[src/rtl/thc_pkg.sv]
// Package for the tilt-compensated heading pipeline: widths, turn constants,
// register indexes and the CORDIC arctangent table. No dependencies.
package thc_pkg;

    localparam int SAMPLE_BITS_DEF = 16;
    localparam int ANGLE_ITER_DEF  = 16;
    localparam int IN_FIELDS       = 6;

    localparam int CFG_W     = 16;
    localparam int CFG_IDX_W = 3;

    // Fitted East/North components lie in [-2^20, 2^20-1].
    localparam int VEC_B    = 21;
    localparam int LEN_W    = 21;
    localparam int SQ_W     = 43;
    localparam int REF_W    = 16;
    localparam int DOT_W    = 39;
    localparam int PP_SPLIT = 20;
    localparam int XYP_W    = 61;
    localparam int XY_B     = 31;
    localparam int CX_W     = 34;
    localparam int Z_W      = 26;
    localparam int HEAD_W   = 16;
    localparam int ROUND_SH = 8;

    localparam logic signed [Z_W-1:0]  FULL_TURN = 26'sd11796480;
    localparam logic signed [Z_W-1:0]  HALF_TURN = 26'sd5898240;
    localparam logic signed [Z_W-1:0]  ROUND_ADD = 26'sd128;
    localparam logic [HEAD_W-1:0]      OUT_TURN  = 16'd46080;

    localparam logic signed [CFG_W-1:0] OFFSET_X_RST = -16'sd2737;
    localparam logic signed [CFG_W-1:0] OFFSET_Y_RST = 16'sd318;
    localparam logic signed [CFG_W-1:0] OFFSET_Z_RST = -16'sd681;
    localparam logic signed [CFG_W-1:0] REF_X_RST    = 16'sd16384;
    localparam logic signed [CFG_W-1:0] REF_Y_RST    = 16'sd0;
    localparam logic signed [CFG_W-1:0] REF_Z_RST    = 16'sd0;

    typedef enum logic [CFG_IDX_W-1:0] {
        CFG_OFFSET_X = 3'd0,
        CFG_OFFSET_Y = 3'd1,
        CFG_OFFSET_Z = 3'd2,
        CFG_REF_X    = 3'd3,
        CFG_REF_Y    = 3'd4,
        CFG_REF_Z    = 3'd5
    } t_cfg_idx;

    // atan(2^-i) in units of 2^-15 degree, rounded.
    function automatic logic signed [Z_W-1:0] thc_atan(input int i);
        logic signed [Z_W-1:0] a;
        case (i)
            0:  a = 26'sd1474560;
            1:  a = 26'sd870484;
            2:  a = 26'sd459940;
            3:  a = 26'sd233473;
            4:  a = 26'sd117189;
            5:  a = 26'sd58653;
            6:  a = 26'sd29333;
            7:  a = 26'sd14667;
            8:  a = 26'sd7334;
            9:  a = 26'sd3667;
            10: a = 26'sd1833;
            11: a = 26'sd917;
            12: a = 26'sd458;
            13: a = 26'sd229;
            14: a = 26'sd115;
            15: a = 26'sd57;
            16: a = 26'sd29;
            17: a = 26'sd14;
            18: a = 26'sd7;
            19: a = 26'sd4;
            20: a = 26'sd2;
            21: a = 26'sd1;
            default: a = 26'sd0;
        endcase
        return a;
    endfunction

endpackage

[src/rtl/thc_sqrt_cell.sv]
// One cell of the integer square root chain: decides result bit K.
// Uses thc_pkg for the radicand and result widths.
module thc_sqrt_cell #(
    parameter int K = 0
) (
    input  logic                      i_clk,
    input  logic                      i_en,
    input  logic [thc_pkg::SQ_W-1:0]  i_rem,
    input  logic [thc_pkg::LEN_W-1:0] i_res,
    output logic [thc_pkg::SQ_W-1:0]  o_rem,
    output logic [thc_pkg::LEN_W-1:0] o_res
);
    import thc_pkg::*;

    logic [SQ_W-1:0]  r_rem;
    logic [LEN_W-1:0] r_res;
    logic [SQ_W:0]    w_test;

    // The remainder holds n - res^2; setting bit K adds res*2^(K+1) + 4^K.
    assign w_test = ((SQ_W + 1)'(i_res) << (K + 1)) + ((SQ_W + 1)'(1) << (2 * K));

    always_ff @(posedge i_clk) begin
        if (i_en) begin
            if ({1'b0, i_rem} >= w_test) begin
                r_rem <= SQ_W'({1'b0, i_rem} - w_test);
                r_res <= i_res | (LEN_W'(1) << K);
            end else begin
                r_rem <= i_rem;
                r_res <= i_res;
            end
        end
    end

    assign o_rem = r_rem;
    assign o_res = r_res;

endmodule

[config.mk]
export PLATFORM = sky130hd
export DESIGN_NAME = thc_sqrt_cell
export DESIGN_NICKNAME = d
export VERILOG_FILES = /design/src/rtl/thc_pkg.sv /design/src/rtl/thc_sqrt_cell.sv
export SDC_FILE = /design/constraint.sdc
export NUM_CORES = 1
export LEC_CHECK = 0
export ABC_AREA = 1
export BUFFER_PORTS_ARGS = -buffer_cell sky130_fd_sc_hd__buf_2
export CELL_PAD_IN_SITES_DETAIL_PLACEMENT = 0
export CELL_PAD_IN_SITES_GLOBAL_PLACEMENT = 2
export CORE_ASPECT_RATIO = 2
export CORE_MARGIN = 10
export CORE_UTILIZATION = 29
export CTS_CLUSTER_DIAMETER = 120
export DETAILED_ROUTE_END_ITERATION = 6
export GPL_ROUTABILITY_DRIVEN = 1
export PLACE_DENSITY = 0.8
export SLEW_MARGIN = 20
export SYNTH_ARGS = -nofsm -noshare
export SYNTH_HDL_FRONTEND = slang
export SYNTH_SLANG_ARGS = --single-unit
[constraint.sdc]
create_clock -name i_clk -period 2.9 [get_ports i_clk]
set_input_delay 0.87 -clock i_clk [delete_from_list [all_inputs] [get_ports i_clk]]
set_output_delay 0.87 -clock i_clk [all_outputs]
set_load 0.005 [all_outputs]
# After elaboration in Yosys (flattened, before gate mapping)
# Index checks and enable logic that the tools add are counted.
dict set report op_classes {
  n_addsub 2
  n_lt_le_gt_ge 1
  mux 1
}
# op n
set ops {}
lappend ops {{greater-or-equal comparator 43 x 23 -> 1 bit} 1}
lappend ops {{two-way mux 43 bit} 1}
lappend ops {{subtractor 43 x 23 -> 43 bit} 1}
lappend ops {{adder 22 x 1 -> 23 bit, second input constant} 1}
dict set report word_totals {
  reg_bits 64
  in_bits 66
  output_inout_bits 64
  elab_cells 7
}

# Longest topological paths before layout
# Gate-level depths: netlist of the first run.
dict set report depth {
  ltp_word 3
  mapped_depth 16
  mapped_depth_nobuf 16
}

# Worst setup path before layout of the first run
# Ideal clock, no wire load.
dict set report synth_timing {
  kind {input to register}
  start {input i_rem[0] (netlist bit)}
  end {register r_rem[24] (netlist: o_rem[24]) (data pin)}
  setup_ns 0.249
  arrival_ns 2.267
  t_required_ns 2.651
  setup_slack_ns 0.384
  cell_stages 14
  n_path_buf 0
  cell_sequence {inv_1 fa_1 inv_1 nand3_1 nand2_1 nand2_1 nand2_1 nand2_1 nand3_1 nand2_1 nand3b_1 nand2_1 nand2_1 inv_1}
}
dict set report synth_between {
  elab_chain_cells 2
  elab_cells_between_ends 3
  cone_classes {add/sub (1); order compare (1); mux (1)}
}
# element line_no
set synth_rtl {}
lappend synth_rtl {{from (decl)} thc_sqrt_cell.sv:8} ;# input logic [thc_pkg::SQ_W-1:0] i_rem,
lappend synth_rtl {{subtractor 43 x 23 -> 43 bit / greater-or-equal comparator 43 x 23 -> 1 bit (equally long branches)} {thc_sqrt_cell.sv:25, thc_sqrt_cell.sv:24}}
lappend synth_rtl {{two-way mux 43 bit *} thc_sqrt_cell.sv:24} ;# if ({1'b0, i_rem} >= w_test) begin
lappend synth_rtl {{to (signal assigned)} thc_sqrt_cell.sv:25} ;# r_rem <= SQ_W'({1'b0, i_rem} - w_test);
lappend synth_rtl {{to (signal assigned)} thc_sqrt_cell.sv:28} ;# r_rem <= i_rem;
lappend synth_rtl {{to (decl)} thc_sqrt_cell.sv:15} ;# logic [SQ_W-1:0] r_rem;
# Mark *: on every way between the ends. The rest lies on a longest branch, timed or not.
# A chain may end at the register's enable or synchronous reset.

# Worst setup path after layout of the first run
dict set report layout_timing {
  start {input i_rem[1] (netlist bit)}
  end {register r_rem[29] (netlist: o_rem[29]) (data pin)}
}
# The elaborated chain is that of the path after synthesis.

==> results of run 1 <==
==> routing by layer <==
metal	up-vias	GRT usage [%]
met1	2213	16.0
met5	-	0
met3	20	3.47
met4	0	5.43
met2	119	28.6
li1	2661	-
==> critical path: cells and delay by family <==
kind	cells	cell delay [ns]
compound gates	1	0.05
fa+ha+maj	1	0.32
simple gates	6	0.85
buf+inv	4	0.63
==> state kept, by name, indices dropped and copies added, names as in the netlist <==
register,count
o_rem,43
o_res,21
==> cells in the final DEF (no fill, tap or decap), types with 16 or more instances in the layout <==
| cell type | synthesis | final |
|---|---|---|
| nand2_1 | 264 | 264 |
| ha_1 | 22 | 22 |
| nor2_2 | 16 | 16 |
| buf_4 | 0 | 48 |
| edfxtp_1 | 64 | 64 |
| inv_1 | 140 | 140 |
| a21oi_2 | 16 | 16 |
| nor2_1 | 70 | 70 |
| nand3_1 | 51 | 51 |
| buf_2 | 0 | 129 |
==> power groups by stage <==
stage	registers (W)	logic [W]	clock network, W
after floorplan	0.00120	0.000403	0
after global placement	0.00118	0.000809	0
after detailed placement	0.00118	0.000812	0
after CTS	0.00117	0.000815	0.00109
after global routing	0.00117	0.000896	0.00112
final	0.00116	0.000794	0.00107
==> area by class of cell <==
| cell class | instances | area (sq um) |
|---|---|---|
| Fill cell | 1993 | 10900 |
| Multi-Input combinational cell | 522 | 2630 |
| Sequential cell | 64 | 1920 |
| Timing Repair Buffer | 180 | 1070 |
| Inverter | 146 | 553 |
| Tap cell | 213 | 267 |
| Clock buffer | 10 | 229 |
| Clock inverter | 5 | 48.8 |
==> stage by stage <==
step | util [%] | total power (W) | hold WS (ns) | cells
2_1_floorplan | - | 0.00160 | 0.969 | 738
3_3_place_gp | 36.5 | 0.00199 | 1.06 | 1125
3_5_place_dp | 36.5 | 0.00200 | 1.06 | 1125
4_1_cts | 38.1 | 0.00307 | 0.700 | 1140
5_1_grt | 38.1 | 0.00319 | 0.712 | 1140
6_report | 38.1 | 0.00302 | 0.713 | 1140
==> cells by family after synthesis <==
family | count (synthesis) | synth area share [%]
and+or+nand+nor | 428 | 34.7
buffers and inverters | 152 | 12.0
DFF | 64 | 37.2
adders and majority gates | 23 | 5.71
xor gates and xnor gates | 19 | 3.22
AOI/OAI and AO/OA | 52 | 7.21
==> how the worst max path moves through the flow <==
stage / start / end / slack [ns]
after global routing: i_rem[1] / o_rem[31] / 0.15
final: i_rem[1] / o_rem[29] / 0.25
after global placement: i_rem[1] / o_rem[29] / -0.12
after detailed placement: i_rem[1] / o_rem[29] / -0.14
after floorplan: i_rem[0] / o_rem[24] / 0.38
after CTS: i_rem[1] / o_rem[29] / 0.23
==> results by group, run 1 <==
Floorplan
  • Starting Density: between 20% and 30%
  • Die Footprint: 23900 sq um
  • Die width: 114 microns
  • IO Pins: between 100 and 150
  • Placeable Area: 17600 sq um
  • Standard-cell rows: 69
  • Die height: 209 microns

Pwr
  • Clk pwr share: 35.3%
  • Combinational share of power: 26.2%
  • PwrDens: 451 nW/um^2
  • Peak VDD IR: 262 uV
  • Seq pwr share: 38.5%
  • Pleak: 3.37 nW
  • Sw Share: 29.6%
  • Internal: 0.00213 W
  • Sw Pwr: 0.000895 W

Timing
  • Slew HR: 68.7%
  • Final Hold Fails: 0
  • Tightest Pin Transition: ~0.47 ns
  • Final setup violation count: 0
  • Setup WS post-layout: approximately 0.25 ns
  • Unrepaired setup endpoints after global routing: false
  • Setup_tns: 0 ns
  • Tmin final: 2.65 ns
  • Final worst path period share: 91.4%
  • Final Max Tran Viols: 0
  • Fmax: 377 MHz

Job
  • Number of max-cap violations: 0

Clock network
  • Clk slew on worst S/H paths: 0.06 ns
  • Hold buffers post-CTS: 0
  • Clock buffer depth: 2
  • Maximum level of the CTS H-tree: 3
  • Clk root buf: clkbuf_16
  • # resized after CTS: 0
  • Post-CTS setup buffer count: 0
  • Cts bufs inserted: 9
  • CTS Sinks: 64
  • CTS tree: done

Critical path
  • Required @ worst endpoint: 2.99 ns
  • CP cell instances: buf_2 -> buf_4 -> ha_1 -> nand3_1 -> nand3_2 -> nand3_1 -> nand3_1 -> nand2_1 -> nand3_4 -> inv_6 -> buf_4 -> a21oi_2
  • Startpoint Class: input pin
  • CP max stage delay: 0.32 ns
  • Worst-path fanout max: 9
  • WS Path Type: input pin to flop
  • Cell repeated most along the worst path: nand3_1
  • Crit. End Element: flop
  • WP data arrival: ~2.7 ns
  • Slowest CP cell: ha_1

Global routing
  • Total track usage: about 15%
  • Largest net degree at the start of global routing: 37
  • GRT Residual Overflow: 0
  • Initial antenna violation count: 0
  • First-pass GRT wire length: 28200 microns
  • Vias in the first global route: 5291

Yosys
  • Yosys warns: 0
  • Netlist Area Pre-Place: 5170 sq um
  • Main flop type after synthesis: edfxtp_1
  • Synth top area share: 37.2%
  • Sequential cell area fraction in the yosys report: 37.2%
  • Net Count, Synth: 827
  • Synth area leaders: edfxtp_1, nand2_1, inv_1, ha_1, nor2_1
  • Syn avg cell area: about 7 sq um
  • Flops & latches, synth: 64
  • Cell with the most instances after synthesis: nand2_1
  • Number of library cell types mapped by synthesis: 26
  • Post-synth EDFFs: 64
  • Asr flop ratio synth: 0%
  • Synthesized instance count: around 740
  • Synth cell count leaders: nand2_1, inv_1, nor2_1
  • Post-synth top area cell: edfxtp_1

Detailed routing
  • Highest metal used: met4
  • Initial DRC count: 179
  • Met2 WL post-DR: 9900 microns
  • Pre-antenna DRT Iters: 4
  • Number of vias per cell: ~4.4
  • Post-DR wirelength/cell: 16.1 microns
  • Metal3 WL: 950 microns
  • Routed via count: 5013
  • Post-DRT Antenna Nets: 0
  • Routed wire length: 18400 microns
  • DRT met1 WL: ~7200 microns
  • Remaining DRCs: 0

Placed design
  • Post-place setup slack: -0.140 ns
  • HPWL after DPL: 15900 microns
  • IO Port Bufs: 129
  • Post-DP Area: around 6400 sq um
  • Final GP Congestion: 0.851

Outcome
  • Outcome: finished clean

Min path
  • Hold Path Class: input pin to flop
  • Hold path depth: 1
  • Hold wc startpoint: i_res[6]
  • Hold EP: o_res[6]

Final layout
  • Post-route design area: 6710 sq um
  • Area Overhead vs Synth: 29.8%
  • Nets@finish: 1012
  • Layout cells sized above 1: 27.4%
  • N_diodes: 0
No activity file was read; power rests on OpenSTA's default activity.
==> inputs of run 2 (changes only) <==
RECOVER_POWER = 100   (was default)
==> results by group, run 2 (synthesis results as in run 1) <==
Timing
  • Final Hold Fails: 0 (unchanged)
  • Final setup violation count: 0 (unchanged)
  • Unrepaired setup endpoints after global routing: false (unchanged)
  • Final worst path period share: 90.9% (was 91.4%)
  • Slew HR: -7.01% (was 68.7%)
  • Tmin final: 2.64 ns (was 2.65 ns)
  • Fmax: 379 MHz (was 377 MHz)
  • Final Max Tran Viols: 29 (was 0)
  • Tightest Pin Transition: 1.61 ns (was 0.470 ns)

Final layout
  • Number of flip-flops under the largest register name: 43 (unchanged)
  • Most common cell after layout, fill and taps aside: nand2_1 (unchanged)
  • Most frequent cells in the layout: nand2_1, inv_1, clkbuf_1 (was nand2_1, inv_1, buf_2)
  • Layout cells sized above 1: 17.2% (was 27.4%)
  • N_diodes: 0 (unchanged)
  • Post-layout util: 37.1% (was 38.1%)
  • Finished Layout Cells: 1140 (unchanged)
  • Nets@finish: 1012 (unchanged)
  • Fillcell total: 2063 (was 1993)
  • Area Overhead vs Synth: 26.4% (was 29.8%)

Global routing
  • Initial antenna violation count: 0 (unchanged)
  • GRT Residual Overflow: 0 (unchanged)
  • Total track usage: 15.4% (unchanged)
  • Vias in the first global route: 5291 (unchanged)
  • Largest net degree at the start of global routing: 37 (unchanged)
  • First-pass GRT wire length: 28200 microns (unchanged)

Detailed routing
  • Routed via count: 5014 (was 5013)
  • Number of vias per cell: 4.40 (about the same)
  • Remaining DRCs: 0 (unchanged)
  • Post-DR wirelength/cell: 16.2 microns (was 16.1 microns)
  • Initial DRC count: 170 (was 179)
  • Pre-antenna DRT Iters: 4 (unchanged)
  • Routed wire length: 18400 microns (about the same)
  • Post-DRT Antenna Nets: 0 (unchanged)

Clock network
  • Clk slew on worst S/H paths: 0.06 ns (about the same)
  • Clk root buf: clkbuf_16 (unchanged)
  • Hold buffers post-CTS: 0 (unchanged)
  • Post-CTS setup buffer count: 0 (unchanged)
  • CTS Sinks: 64 (unchanged)
  • CTS tree: done (unchanged)
  • Clock buffer depth: 2 (unchanged)
  • # resized after CTS: 0 (unchanged)
  • Cts bufs inserted: 9 (unchanged)
  • Maximum level of the CTS H-tree: 3 (unchanged)

Pwr
  • Peak VDD IR: 262 uV (about the same)
  • Pleak: 3.15 nW (was 3.37 nW)
  • PwrDens: 455 nW/um^2 (was 451 nW/um^2)
  • Final Power: 0.00297 W (was 0.00302 W)

Placed design
  • HPWL after DPL: 15900 microns (unchanged)
  • DP Cell Count: 1125 (unchanged)
  • Final GP Congestion: 0.851 (unchanged)
  • IO Port Bufs: 129 (unchanged)

Critical path
  • WS Path Type: input pin to flop (unchanged)
  • CP Launch Point: i_rem[1] (unchanged)
  • Worst Setup EP: o_rem[29] (unchanged)
  • Required @ worst endpoint: 2.99 ns (about the same)
  • Worst-path fanout max: 9 (unchanged)
  • Crit. End Element: flop (unchanged)
  • Number of cells on the critical path: 12 (unchanged)
  • Startpoint Class: input pin (unchanged)
  • CP top delay family: simple AND/OR/NAND/NOR gates (unchanged)
  • WP data arrival: 2.73 ns (was 2.74 ns)
  • Slowest CP cell: ha_1 (unchanged)
  • CP bufs+invs: 4 (unchanged)
  • CP cell instances: buf_2 -> buf_4 -> ha_1 -> nand3_1 -> nand3_2 -> nand3_1 -> nand3_1 -> nand2_1 -> nand3_4 -> inv_6 -> buf_4 -> a21oi_1 (was buf_2 -> buf_4 -> ha_1 -> nand3_1 -> nand3_2 -> nand3_1 -> nand3_1 -> nand2_1 -> nand3_4 -> inv_6 -> buf_4 -> a21oi_2)
  • CP max stage delay: 0.32 ns (about the same)
  • Cell repeated most along the worst path: nand3_1 (unchanged)

Outcome
  • Outcome: finished with violations (was finished clean)
  • Failing checks: capacitance limit, slew limit

Floorplan
  • Die width: 114 microns (unchanged)
  • Starting Density: 29.3% (unchanged)
  • Placeable Area: 17600 sq um (unchanged)
  • IO Pins: 130 (unchanged)
  • Die Footprint: 23900 sq um (unchanged)
  • Standard-cell rows: 69 (unchanged)
  • Die height: 209 microns (unchanged)

Job
  • Number of max-cap violations: 1 (was 0)

Min path
  • Hold Path Class: input pin to flop (unchanged)
[run 2: cell types whose count changed in the layout (fill, tap and decap cells not counted), sizes merged]
cell    previous run  this run
buf              180       108
clkbuf            10        82
[run 2: final cells by class]
class,instances,area [sq um],share of cell area (%)
clock inverter,5,48.8,0.747
clock buffer,10,229,3.51
sequential,64,1920,29.4
inverter,146,553,8.47
timing repair buffer,180,972,14.9
multi-input combinational,522,2540,38.9
tap,213,267,4.08
[run 2: worst min path at each step]
stage,from,to,slack (ns),depth (start not counted)
4_1_cts,i_res[6],o_res[6],0.70,1
3_5_place_dp,i_res[6],o_res[6],1.06,1
5_1_grt,i_res[16],o_res[16],0.71,1
6_report,i_res[6],o_res[6],0.71,1
3_3_place_gp,i_res[4],o_res[4],1.06,1
2_1_floorplan,i_res[10],o_res[10],0.97,0
[run 2: stage by stage]
stage | setup WS, ns | instance area [sq um] | hold WS, ns | setup TNS (ns)
3_5_place_dp | -0.140 | 6430 | 1.06 | -2.38
6_report | 0.265 | 6530 | 0.713 | 0
4_1_cts | 0.227 | 6710 | 0.700 | 0
5_1_grt | 0.0849 | 6530 | 0.712 | 0
2_1_floorplan | 0.384 | 5170 | 0.969 | 0
3_3_place_gp | -0.118 | 6430 | 1.06 | -1.75
[run 2: routing by layer]
metal | wire, microns | share of wire [%] | global-route usage (%) | vias up
met2 | 9920 | 54 | 28.6 | 109
li1 | - | - | - | 2660
met5 | 0 | 0 | 0 | -
met3 | 925 | 5.0 | 3.47 | 18
met1 | 7260 | 39 | 16.0 | 2227
met4 | 337 | 1.8 | 5.43 | 0
[run 2: report_power, final]
part	switching (W)	internal, W	total [W]	leakage (nW)
logic	0.000449	0.000290	0.000739	2.39
clock network	0.000410	0.000653	0.00106	0.140
registers	0.0000239	0.00114	0.00117	0.627
total	0.000883	0.00209	0.00297	3.15
