File: config.mk
export PLATFORM = sky130hd
export DESIGN_NAME = thc_norm
export DESIGN_NICKNAME = d
export VERILOG_FILES = /design/src/rtl/thc_pkg.sv /design/src/rtl/thc_norm.sv
export SDC_FILE = /design/constraint.sdc
export NUM_CORES = 1
export LEC_CHECK = 0
export ABC_CLOCK_PERIOD_IN_PS = 2890
export BUFFER_PORTS_ARGS = -buffer_cell sky130_fd_sc_hd__buf_2
export CORE_UTILIZATION = 45
export CTS_BUF_LIST = sky130_fd_sc_hd__clkbuf_8
export CTS_CLUSTER_DIAMETER = 60
export CTS_CLUSTER_SIZE = 12
export DETAILED_ROUTE_END_ITERATION = 12
export GPL_TIMING_DRIVEN = 0
export PLACE_DENSITY_LB_ADDON = 0.12
export SYNTH_ARGS = -nofsm -noshare
export SYNTH_HDL_FRONTEND = slang
export SYNTH_SLANG_ARGS = --single-unit
File: constraint.sdc
create_clock -name i_clk -period 2.89 [get_ports i_clk]
set_input_delay 0.289 -clock i_clk [delete_from_list [all_inputs] [get_ports i_clk]]
set_output_delay 0.289 -clock i_clk [all_outputs]
set_load 0.01 [all_outputs]
File: src/rtl/thc_pkg.sv
// Package for the tilt-compensated heading pipeline: widths, turn constants,
// register indexes and the CORDIC arctangent table. No dependencies.
package thc_pkg;

    localparam int SAMPLE_BITS_DEF = 16;
    localparam int ANGLE_ITER_DEF  = 16;
    localparam int IN_FIELDS       = 6;

    localparam int CFG_W     = 16;
    localparam int CFG_IDX_W = 3;

    // Fitted East/North components lie in [-2^20, 2^20-1].
    localparam int VEC_B    = 21;
    localparam int LEN_W    = 21;
    localparam int SQ_W     = 43;
    localparam int REF_W    = 16;
    localparam int DOT_W    = 39;
    localparam int PP_SPLIT = 20;
    localparam int XYP_W    = 61;
    localparam int XY_B     = 31;
    localparam int CX_W     = 34;
    localparam int Z_W      = 26;
    localparam int HEAD_W   = 16;
    localparam int ROUND_SH = 8;

    localparam logic signed [Z_W-1:0]  FULL_TURN = 26'sd11796480;
    localparam logic signed [Z_W-1:0]  HALF_TURN = 26'sd5898240;
    localparam logic signed [Z_W-1:0]  ROUND_ADD = 26'sd128;
    localparam logic [HEAD_W-1:0]      OUT_TURN  = 16'd46080;

    localparam logic signed [CFG_W-1:0] OFFSET_X_RST = -16'sd2737;
    localparam logic signed [CFG_W-1:0] OFFSET_Y_RST = 16'sd318;
    localparam logic signed [CFG_W-1:0] OFFSET_Z_RST = -16'sd681;
    localparam logic signed [CFG_W-1:0] REF_X_RST    = 16'sd16384;
    localparam logic signed [CFG_W-1:0] REF_Y_RST    = 16'sd0;
    localparam logic signed [CFG_W-1:0] REF_Z_RST    = 16'sd0;

    typedef enum logic [CFG_IDX_W-1:0] {
        CFG_OFFSET_X = 3'd0,
        CFG_OFFSET_Y = 3'd1,
        CFG_OFFSET_Z = 3'd2,
        CFG_REF_X    = 3'd3,
        CFG_REF_Y    = 3'd4,
        CFG_REF_Z    = 3'd5
    } t_cfg_idx;

    // atan(2^-i) in units of 2^-15 degree, rounded.
    function automatic logic signed [Z_W-1:0] thc_atan(input int i);
        logic signed [Z_W-1:0] a;
        case (i)
            0:  a = 26'sd1474560;
            1:  a = 26'sd870484;
            2:  a = 26'sd459940;
            3:  a = 26'sd233473;
            4:  a = 26'sd117189;
            5:  a = 26'sd58653;
            6:  a = 26'sd29333;
            7:  a = 26'sd14667;
            8:  a = 26'sd7334;
            9:  a = 26'sd3667;
            10: a = 26'sd1833;
            11: a = 26'sd917;
            12: a = 26'sd458;
            13: a = 26'sd229;
            14: a = 26'sd115;
            15: a = 26'sd57;
            16: a = 26'sd29;
            17: a = 26'sd14;
            18: a = 26'sd7;
            19: a = 26'sd4;
            20: a = 26'sd2;
            21: a = 26'sd1;
            default: a = 26'sd0;
        endcase
        return a;
    endfunction

endpackage

File: src/rtl/thc_norm.sv
// Two-stage vector shrink: finds the smallest common right shift that fits
// every component into OB signed bits, then applies it. Uses thc_pkg.
module thc_norm #(
    parameter int W  = 34,
    parameter int OB = 21,
    parameter int NC = 3
) (
    input  logic                 i_clk,
    input  logic                 i_en,
    input  logic signed [W-1:0]  i_v [NC],
    output logic signed [OB-1:0] o_v [NC]
);
    import thc_pkg::*;

    localparam int SW = $clog2(W + 1);

    logic signed [W-1:0]  r_v [NC];
    logic [SW-1:0]        r_s;
    logic signed [OB-1:0] r_o [NC];
    logic [W-2:0]         w_d;
    logic [SW-1:0]        w_n;
    logic [SW-1:0]        n_s;

    // A set bit in w_d marks a place where a component changes from sign
    // bits to significant bits; the highest one gives the needed width.
    always_comb begin
        w_d = '0;
        for (int k = 0; k < NC; k++) begin
            w_d = w_d | (i_v[k][W-1:1] ^ i_v[k][W-2:0]);
        end
        w_n = SW'(1);
        for (int j = 0; j < W - 1; j++) begin
            if (w_d[j]) begin
                w_n = SW'(j + 2);
            end
        end
        n_s = (w_n > SW'(OB)) ? (w_n - SW'(OB)) : '0;
    end

    always_ff @(posedge i_clk) begin
        if (i_en) begin
            r_v <= i_v;
            r_s <= n_s;
            for (int k = 0; k < NC; k++) begin
                r_o[k] <= OB'(r_v[k] >>> r_s);
            end
        end
    end

    assign o_v = r_o;

endmodule

* Word level (Yosys, flattened, before mapping)
Index checks and enable logic that the tools add are counted.
Word-level totals: register bits after elaboration 171, input port bits 104, output and inout port bits 63, word-level logic and storage cells 50
Operators by class: $add $sub $neg 1, $lt $le $gt $ge 1, shifts and indexed selects 3, mux-type cells 33, bitwise logic cells 5
Operators with widths (number):
- 2-to-1 mux 6 bit | 31
- >>> shifter 34 x 6 -> 21 bit | 3
- bitwise XOR 33 bit | 3
- OR 33 bit | 2
- greater-than comparator 6 x 5 -> 1 bit, second input constant | 1
- subtractor 6 x 5 -> 6 bit, second input constant | 1
- 2-to-1 mux 2 bit | 2

* Logic depth before layout (Yosys ltp)
Gate-level depths: netlist of run 1.
word-level depth 37, depth in mapped cells 13, depth with buffers taken out 13

* Worst setup path after synthesis of run 1
OpenSTA, ideal clock, no wires.
path type input-to-reg, start point input port i_v[1] (netlist name), end point register r_s[1] (data pin), setup time 0.146 ns, arrival time 2.724 ns, data required time 2.744 ns, slack 0.020 ns, cell stages on the path 12, buffers on the path 0, cell sequence xnor2_1 > nand3_1 > a211o_1 > a211o_1 > a311o_1 > o211ai_2 > and2b_1 > inv_1 > ha_1 > or3_1 > or3_1 > a21boi_1
On the way: word-level cells in the longest chain between the ends 36, elaborated cells on any way between the ends 37, classes of those cells add/sub (1); order compare (1); mux (33); bitwise (2)
Ends and longest elaborated chain:
- start, declared | line thc_norm.sv:10 | input logic signed [W-1:0] i_v [NC],
- bitwise XOR 33 bit * | line thc_norm.sv:29 | w_d = w_d | (i_v[k][W-1:1] ^ i_v[k][W-2:0]);
- OR 33 bit * | line thc_norm.sv:29
- 2-to-1 mux 2 bit | line thc_norm.sv:33 | if (w_d[j]) begin
- 2-to-1 mux 2 bit * | line thc_norm.sv:33
- 2-to-1 mux 6 bit * (31 in series) | line thc_norm.sv:33
- subtractor 6 x 5 -> 6 bit / greater-than comparator 6 x 5 -> 1 bit (equally long branches) | line thc_norm.sv:37 | n_s = (w_n > SW'(OB)) ? (w_n - SW'(OB)) : '0;
- end signal, assigned | line thc_norm.sv:43 | r_s <= n_s;
- end, declared | line thc_norm.sv:18 | logic [SW-1:0] r_s;
Mark *: on every way between the ends. The rest lies on a longest branch, timed or not. A chain may end at the register's enable or synchronous reset.

* Final worst setup path of run 1
start point register r_s[1], end point register r_o, in the netlist o_v[23] (data pin)
On the way: word-level cells in the longest chain between the ends 1
Ends and longest elaborated chain:
- >>> shifter 34 x 6 -> 21 bit | line thc_norm.sv:45 | r_o[k] <= OB'(r_v[k] >>> r_s);
- end signal, assigned by index | line thc_norm.sv:45
- end, declared | line thc_norm.sv:19 | logic signed [OB-1:0] r_o [NC];
Every way passes these cells.

==> summary.md, run 1 <==
| Metric | Value |
|---|---|
| Status | `complete, but fails checks` |
| Failing checks | `design-rule violations, negative hold slack` |
| Power Total | `7.603 mW` |
| First-pass DRT Iterations | `10` |
| Bufs and invs on worst path | `3` |
| CP max stage delay | `0.47 ns` |
| Remaining Overflow, GRT | `0` |
| Syn-to-layout area delta | `17.31%` |
| Critical path depth | `9` |
| Vias/cell | `6.220` |
| R2R Setup Slk | `0.07 ns` |
| Maximum clock path buffer count | `2` |
| Post-synth top flop | `edfxtp_1` |
| Initial Utilization | `45.67%` |
| Global routing's busiest layer | `met2` |
| Post-Synthesis Cell Area | `0.01187 sq mm` |
| # IOs | `167` |
| Final count of hold timing violations | `1` |
| Worst path arrival time | `3.05 ns` |
| Final std cell area, no fill | `0.01392 sq mm` |
| Via count | `10240` |
| Initial antenna violation count | `0` |
| CTS HTree Levels | `4` |
| GRT Total Usage | `33.27%` |
| Pleak | `5.184 nW` |
| CTS tree | `done` |
| Post-synth ARST share | `0%` |
| Clock root cell | `clkbuf_8` |
| DP Wirelength | `35.45 mm` |
| Synth area leaders | `edfxtp_1 43%, mux4_2 10%, mux2i_1 7.4%` |
| Clock Sinks | `171` |
| Antenna Violating Nets Remaining | `0` |
| Fillers | `approximately 2400` |
| RSZ-0062 raised after global routing | `yes` |
| Crit path from | `r_s[1]` |
| DRT Wirelength | `44.18 mm` |
| Crit-path max FO | `10` |
| Synth Area per Inst | `10.79 sq um` |
| Worst Tran Pin Value | `0.8508 ns` |
| Avg WL per Cell | `about 27 um` |
| M1 GR Usage | `45.99%` |
| CP Cell Sequence | `buf_2 > clkbuf_4 > buf_4 > mux4_2 > and2_0 > a311oi_2 > a21oi_1 > o21ai_1 > a21oi_1` |
| Number of synthesized register bits | `between 150 and 200` |
| Cell variety after synth | `64` |
| Slew HR | `42.76%` |
| Final setup fails | `0` |
| Post-Synthesis Net Count | `between 1000 and 1500` |
| GRT met2 Usage | `53.13%` |
| Tcrit/Tclk final | `97.66%` |
| Crit Reg-Reg Endpoint | `o_v[23]` |
| GR Util met3 | `under 10%` |
| Max-cap violations | `0` |
| Worst Hold Class | `primary input to register` |
| Skew final | `between 0.015 and 0.02 ns` |
| Crit-path slowest cell | `a311oi_2` |
| Std-Cell Rows | `between 50 and 60` |
| Max Clk Rate | `354.3 MHz` |
| Min cycle time layout | `about 2.8 ns` |
| CP top delay family | `compound AO/OA/AOI/OAI gates` |
| Final net count | `roughly 1400` |
| Die height | `roughly 160 um` |
| Fin Setup TNS | `0 ns` |
| Reg2Reg Depth | `9` |
| Dpl cell area | `0.01315 sq mm` |
| Layout cells sized above 1 | `27.08%` |
| Post-route DRC | `2` |
| Num CTS Buffers | `17` |
| Synth warn | `0` |
| Final Max Slew Viols | `0` |
| Syn Inst Count | `1100` |
| WP data required | `3.12 ns` |
| Sequential cell area fraction in the yosys report | `43.27%` |
| End of the critical path | `o_v[23]` |
| DIE WIDTH | `between 150 and 200 um` |
| 1st-iter DRT viols | `1386` |
| Share of the synthesized area in the top cell type | `approximately 43%` |
| Hold slack | `-0.01402 ns` |
| Startpoint types | `register` |
| Worst reg2reg startpoint | `r_s[1]` |
| Yosys top cell by area | `edfxtp_1` |
| Post-synth EDFFs | `171` |
| Clock transition at path regs | `around 0.11 ns` |
| CP dominant cell by count | `a21oi_1` |
| Count of port buffers added during placement | `166` |
| Die Area | `0.02702 sq mm` |
| Placer Congestion | `1.023` |
| Crit path kind | `register to register` |
| Pin count of the biggest net entering global routing | `90` |
| Ant. Diodes | `0` |
| Core ar. | `roughly 0.026 sq mm` |
| HP Start | `i_v[35]` |
| Worst Setup End Kind | `register` |
| First-pass GRT wire length | `64.20 mm` |
| PwrDens | `between 500 and 600 mW/mm^2` |
| Vias in the first global route | `9613` |
| Clk_lat worst skew | `0.50 ns` |
| Worst vdd ir | `0.0003163 V` |
layout by cell type (no fill, tap or decap), drive strengths merged, types with 3 or more instances in the layout:
cell         netlist  routed
and3               7       7
nand2            143     143
or3                3       3
buf               41     214
o22ai              8       8
a31oi             11      11
o21a              10      10
a221oi             8       8
mux2              21      21
mux4              54      54
o221ai             3       3
o211ai             5       5
o21ai             66      66
nor3              12      12
xor2              15      15
a211o              3       3
nand3             40      40
edfxtp           171     171
nand2b             8       8
nor2              76      76
or2                3       3
a311o              7       7
nor2b             14      14
a21boi             4       4
a21o               5       5
a41oi              3       3
clkbuf            38      56
and2               6       6
clkinv             1       5
dlygate4sd3        0       6
nor4               6       6
mux2i             88      88
a21oi             67      67
a211oi            44      44
xnor2             84      84
inv                7      15
worst min-delay path by stage:
| stage | to | slack, ns | cells after the start |
|---|---|---|---|
| 3_5_place_dp | r_v[33] | 0.50 | 1 |
| 6_report | r_v[35] | -0.01 | 1 |
| 2_1_floorplan | r_v[0] | 0.39 | 0 |
| 3_3_place_gp | r_v[67] | 0.49 | 1 |
| 4_1_cts | r_v[23] | 0.001 | 1 |
| 5_1_grt | r_v[35] | -0.02 | 1 |
cells by family after synthesis:
logic type	after synthesis	synth area share [%]
AO/OA/AOI/OAI	253	13.54
XOR/XNOR	99	7.307
adder cells (fa/ha/maj)	2	0.2108
buffers and inverters	87	3.733
flip-flops	171	43.27
multiplexers	163	19.66
other	1	0.03160
AND/OR/NAND/NOR	324	12.24
per-layer routing:
layer / up-vias / wire (um)
met5: - / 0
met1: 4972 / 18500
met3: 90 / 3425
met2: 623 / 20630
li1: 4553 / -
met4: 0 / 1622
Yosys cell counts (10+ instances only):
library cell,instances
a21oi_1,67
clkbuf_1,38
edfxtp_1,171
mux4_2,54
buf_4,12
a31oi_1,11
xor2_1,15
a211oi_1,42
buf_2,19
mux2i_1,88
nand3_1,40
nand2_1,143
nor2b_1,14
xnor2_1,84
nor2_1,75
o21a_1,10
o21ai_0,58
mux2_2,19
power by group:
group          switching [mW]  total, mW  internal [mW]
Clock                    1.09       1.82          0.732
Combinational            1.61       2.62           1.01
Sequential              0.159       3.16           3.00
Total                    2.86       7.60           4.74
flip-flops by register name (all words and copies together) (netlist names):
signal	flops
r_v	102
o_v	63
r_s	6
through the flow:
step / util (%) / cells / worst slack (ns)
floorplan: - / 1100 / 0.01975
global placement: 50.48 / 1601 / -0.7764
detailed placement: 50.61 / 1602 / -0.7810
CTS: 52.55 / 1636 / 0.003122
global route: 53.57 / 1646 / -0.05794
finish: 53.57 / 1646 / 0.06767
worst register-to-register path: stages (launching register included):
cell,delay (ns)
edfxtp_1,0.33
buf_2,0.24
clkbuf_4,0.31
buf_4,0.26
mux4_2,0.37
and2_0,0.19
a311oi_2,0.47
a21oi_1,0.13
o21ai_1,0.17
a21oi_1,0.08
repair_timing:
action,in CTS,in global routing
cloned,0,0
hold buffers,2,4
endpoints found under the hold margin,2,5
pin swaps,3,15
setup endpoints to repair,7,14
buffers inserted,1,6
gates resized for setup,10,40
layout make-up:
class	count	area, sq um	area share (%)
well taps	335	419.2	3.011
repair buffers	180	1020	7.325
multi-input cells	842	6492	46.64
plain buffers	79	412.9	2.966
flip-flops and latches	171	5135	36.89
inverters	8	32.53	0.2337
clock inverters	14	175.2	1.258
clock buffers	17	234.0	1.681
No activity file was read; power rests on OpenSTA's default activity.
==> run 2, diff against run 1 <==
--- a/config.mk
+++ b/config.mk
@@ -14,6 +14,7 @@
 export DETAILED_ROUTE_END_ITERATION = 12
 export GPL_TIMING_DRIVEN = 0
 export PLACE_DENSITY_LB_ADDON = 0.12
+export REMOVE_ABC_BUFFERS = 1
 export SYNTH_ARGS = -nofsm -noshare
 export SYNTH_HDL_FRONTEND = slang
 export SYNTH_SLANG_ARGS = --single-unit
==> run 2 against run 1 <==
The run now ends clean. Clock skew is 0.0019 ns higher. Setup slack worse by 0.030 ns. Utilization is 0.19 points lower. Cell count is 3.2% lower. Via count is 7.3% lower. Cell area is 0.36% lower. First-iteration DRC count is 31% lower. Maximum frequency is 1.0% lower. Sequential share of layout area is 0.13 points higher. Clock power is 9% lower.
==> summary.md, run 2 (synthesis results as in run 1) <==
| Metric | Value |
|---|---|
| First-pass GRT wire length | `about 53 mm` |
| Final net count | `1351` |
| Vias/cell | `5.952` |
| DP Wirelength | `between 20 and 30 mm` |
| Tcrit/Tclk final | `98.69%` |
| Pin count of the biggest net entering global routing | `between 90 and 100` |
| Core ar. | `0.02598 sq mm` |
| Initial Utilization | `45.67%` |
| Worst Tran Pin Value | `1.025 ns` |
| Remaining Overflow, GRT | `0` |
| DIE WIDTH | `164.4 um` |
| Final Max Slew Viols | `0` |
| Max FFs per register | `a little over 100` |
| Avg WL per Cell | `22.22 um` |
| Fin Setup TNS | `0 ns` |
| Commonest non-fill, non-tap cell in the layout | `edfxtp_1` |
| Initial antenna violation count | `3` |
| CTS tree | `done` |
| Die Area | `0.02702 sq mm` |
| # IOs | `167` |
| Vias in the first global route | `8910` |
| Num CTS Buffers | `17` |
| Clk_lat worst skew | `~0.47 ns` |
| Worst Setup End Kind | `register` |
| First-pass DRT Iterations | `5` |
| Pleak | `~5.2 nW` |
| Crit path kind | `primary input to register` |
| Fillers | `around 2400` |
| Post-route DRC | `0` |
| Antenna Violating Nets Remaining | `0` |
| 1st-iter DRT viols | `952` |
| Std-Cell Rows | `59` |
| Maximum clock path buffer count | `2` |
| Clock root cell | `clkbuf_8` |
| Max-cap violations | `0` |
| Worst path arrival time | `3.16 ns` |
| Final setup fails | `0` |
| Dpl ws | `-0.5587 ns` |
| DRT Wirelength | `35.42 mm` |
| Count of port buffers added during placement | `166` |
| Layout cells sized above 1 | `a little over a quarter` |
| Worst setup margin | `0.03784 ns` |
| Min cycle time layout | `2.852 ns` |
| Biggest register | `r_v` |
| Power Total | `7.226 mW` |
| Crit-path max FO | `4` |
| Slew HR | `31.40%` |
| Worst vdd ir | `0.0002934 V` |
| Final count of hold timing violations | `0` |
| Worst Hold Class | `primary input to register` |
| Status | `complete, no violations` |
| Via count | `9487` |
| PwrDens | `520.9 mW/mm^2` |
| Most frequent cells in the layout | `171 x edfxtp_1, 165 x buf_2, 143 x nand2_1` |
| Die height | `164.4 um` |
| Syn-to-layout area delta | `16.89%` |
| Skew final | `0.02047 ns` |
| CTS HTree Levels | `4` |
| Clock transition at path regs | `0.10 ns` |
| GRT Total Usage | `between 20% and 30%` |
| Placer Congestion | `0.8989` |
| Layout Cells excl Fill | `1594` |
| Placed Cells | `1541` |
| Post-layout util | `53.38%` |
| Max Clk Rate | `between 300 and 400 MHz` |
| Hold bufs inserted after CTS | `0` |
| Startpoint types | `primary input` |
| WP data required | `between 3 and 4 ns` |
| Clock Sinks | `171` |
-- run 2: area by class of cell --
| class | instances | area [sq um] | area share [%] |
|---|---|---|---|
| clock buffers | 17 | 234.0 | 1.687 |
| diodes | 2 | 5.005 | 0.03608 |
| flip-flops and latches | 171 | 5135 | 37.02 |
| inverters | 8 | 47.55 | 0.3428 |
| repair buffers | 203 | 1506 | 10.86 |
| well taps | 335 | 419.2 | 3.022 |
| multi-input cells | 842 | 6390 | 46.07 |
| repair inverters | 2 | 12.51 | 0.09020 |
| clock inverters | 14 | 121.4 | 0.8750 |
-- run 2: what timing repair did --
| action | in CTS | in global routing |
|---|---|---|
| setup buffers | 17 | 1 |
| cloned | 2 | 0 |
| setup endpoints to repair | 62 | 16 |
| resized for setup | 10 | 12 |
| pin swaps | 0 | 3 |
-- run 2: per-stage QoR --
step / area [sq um] / hold WS [ns]
floorplan: 11460 / 0.3879
global placement: 12710 / 0.4928
detailed placement: 13230 / 0.4991
CTS: 13810 / 0.003758
global route: 13870 / 0.002366
finish: 13870 / 0.02353
-- run 2: worst paths after layout --
| check | startpoint | depth (start not counted) | end | slack [ns] |
|---|---|---|---|---|
| setup / recovery | i_v[73] | 13 | r_s[1] | 0.04 |
| hold / removal | i_v[33] | 1 | r_v[33] | 0.02 |
| setup reg to reg | r_s[2] | 8 | o_v[22] | 0.05 |
| hold reg to reg | r_v[33] | 2 | o_v[7] | 0.96 |
-- run 2: report_power, final --
part	switching, mW	internal (mW)
registers	0.147	3.00
clock network	0.974	0.680
logic	1.37	1.06
total	2.49	4.74
-- run 2: worst max-delay path: stages --
cell and delay, ns:
buf_2 0.13, xnor2_1 0.25, nand3_1 0.15, a211o_1 0.26, a211o_1 0.28, a311o_1 0.35
o211ai_2 0.11, and2b_2 0.18, inv_1 0.04, ha_1 0.22, or3_1 0.41, or3_4 0.35
a21boi_1 0.15
-- run 2: routing by layer --
layer | routed length, um | global-route usage (%) | vias to the layer above
li1 | - | - | 4466
met3 | 2856 | 6.027 | 43
met2 | 15890 | 41.41 | 413
met4 | 822 | 8.507 | 2
met1 | 15840 | 38.12 | 4563
met5 | 13 | 0 | -
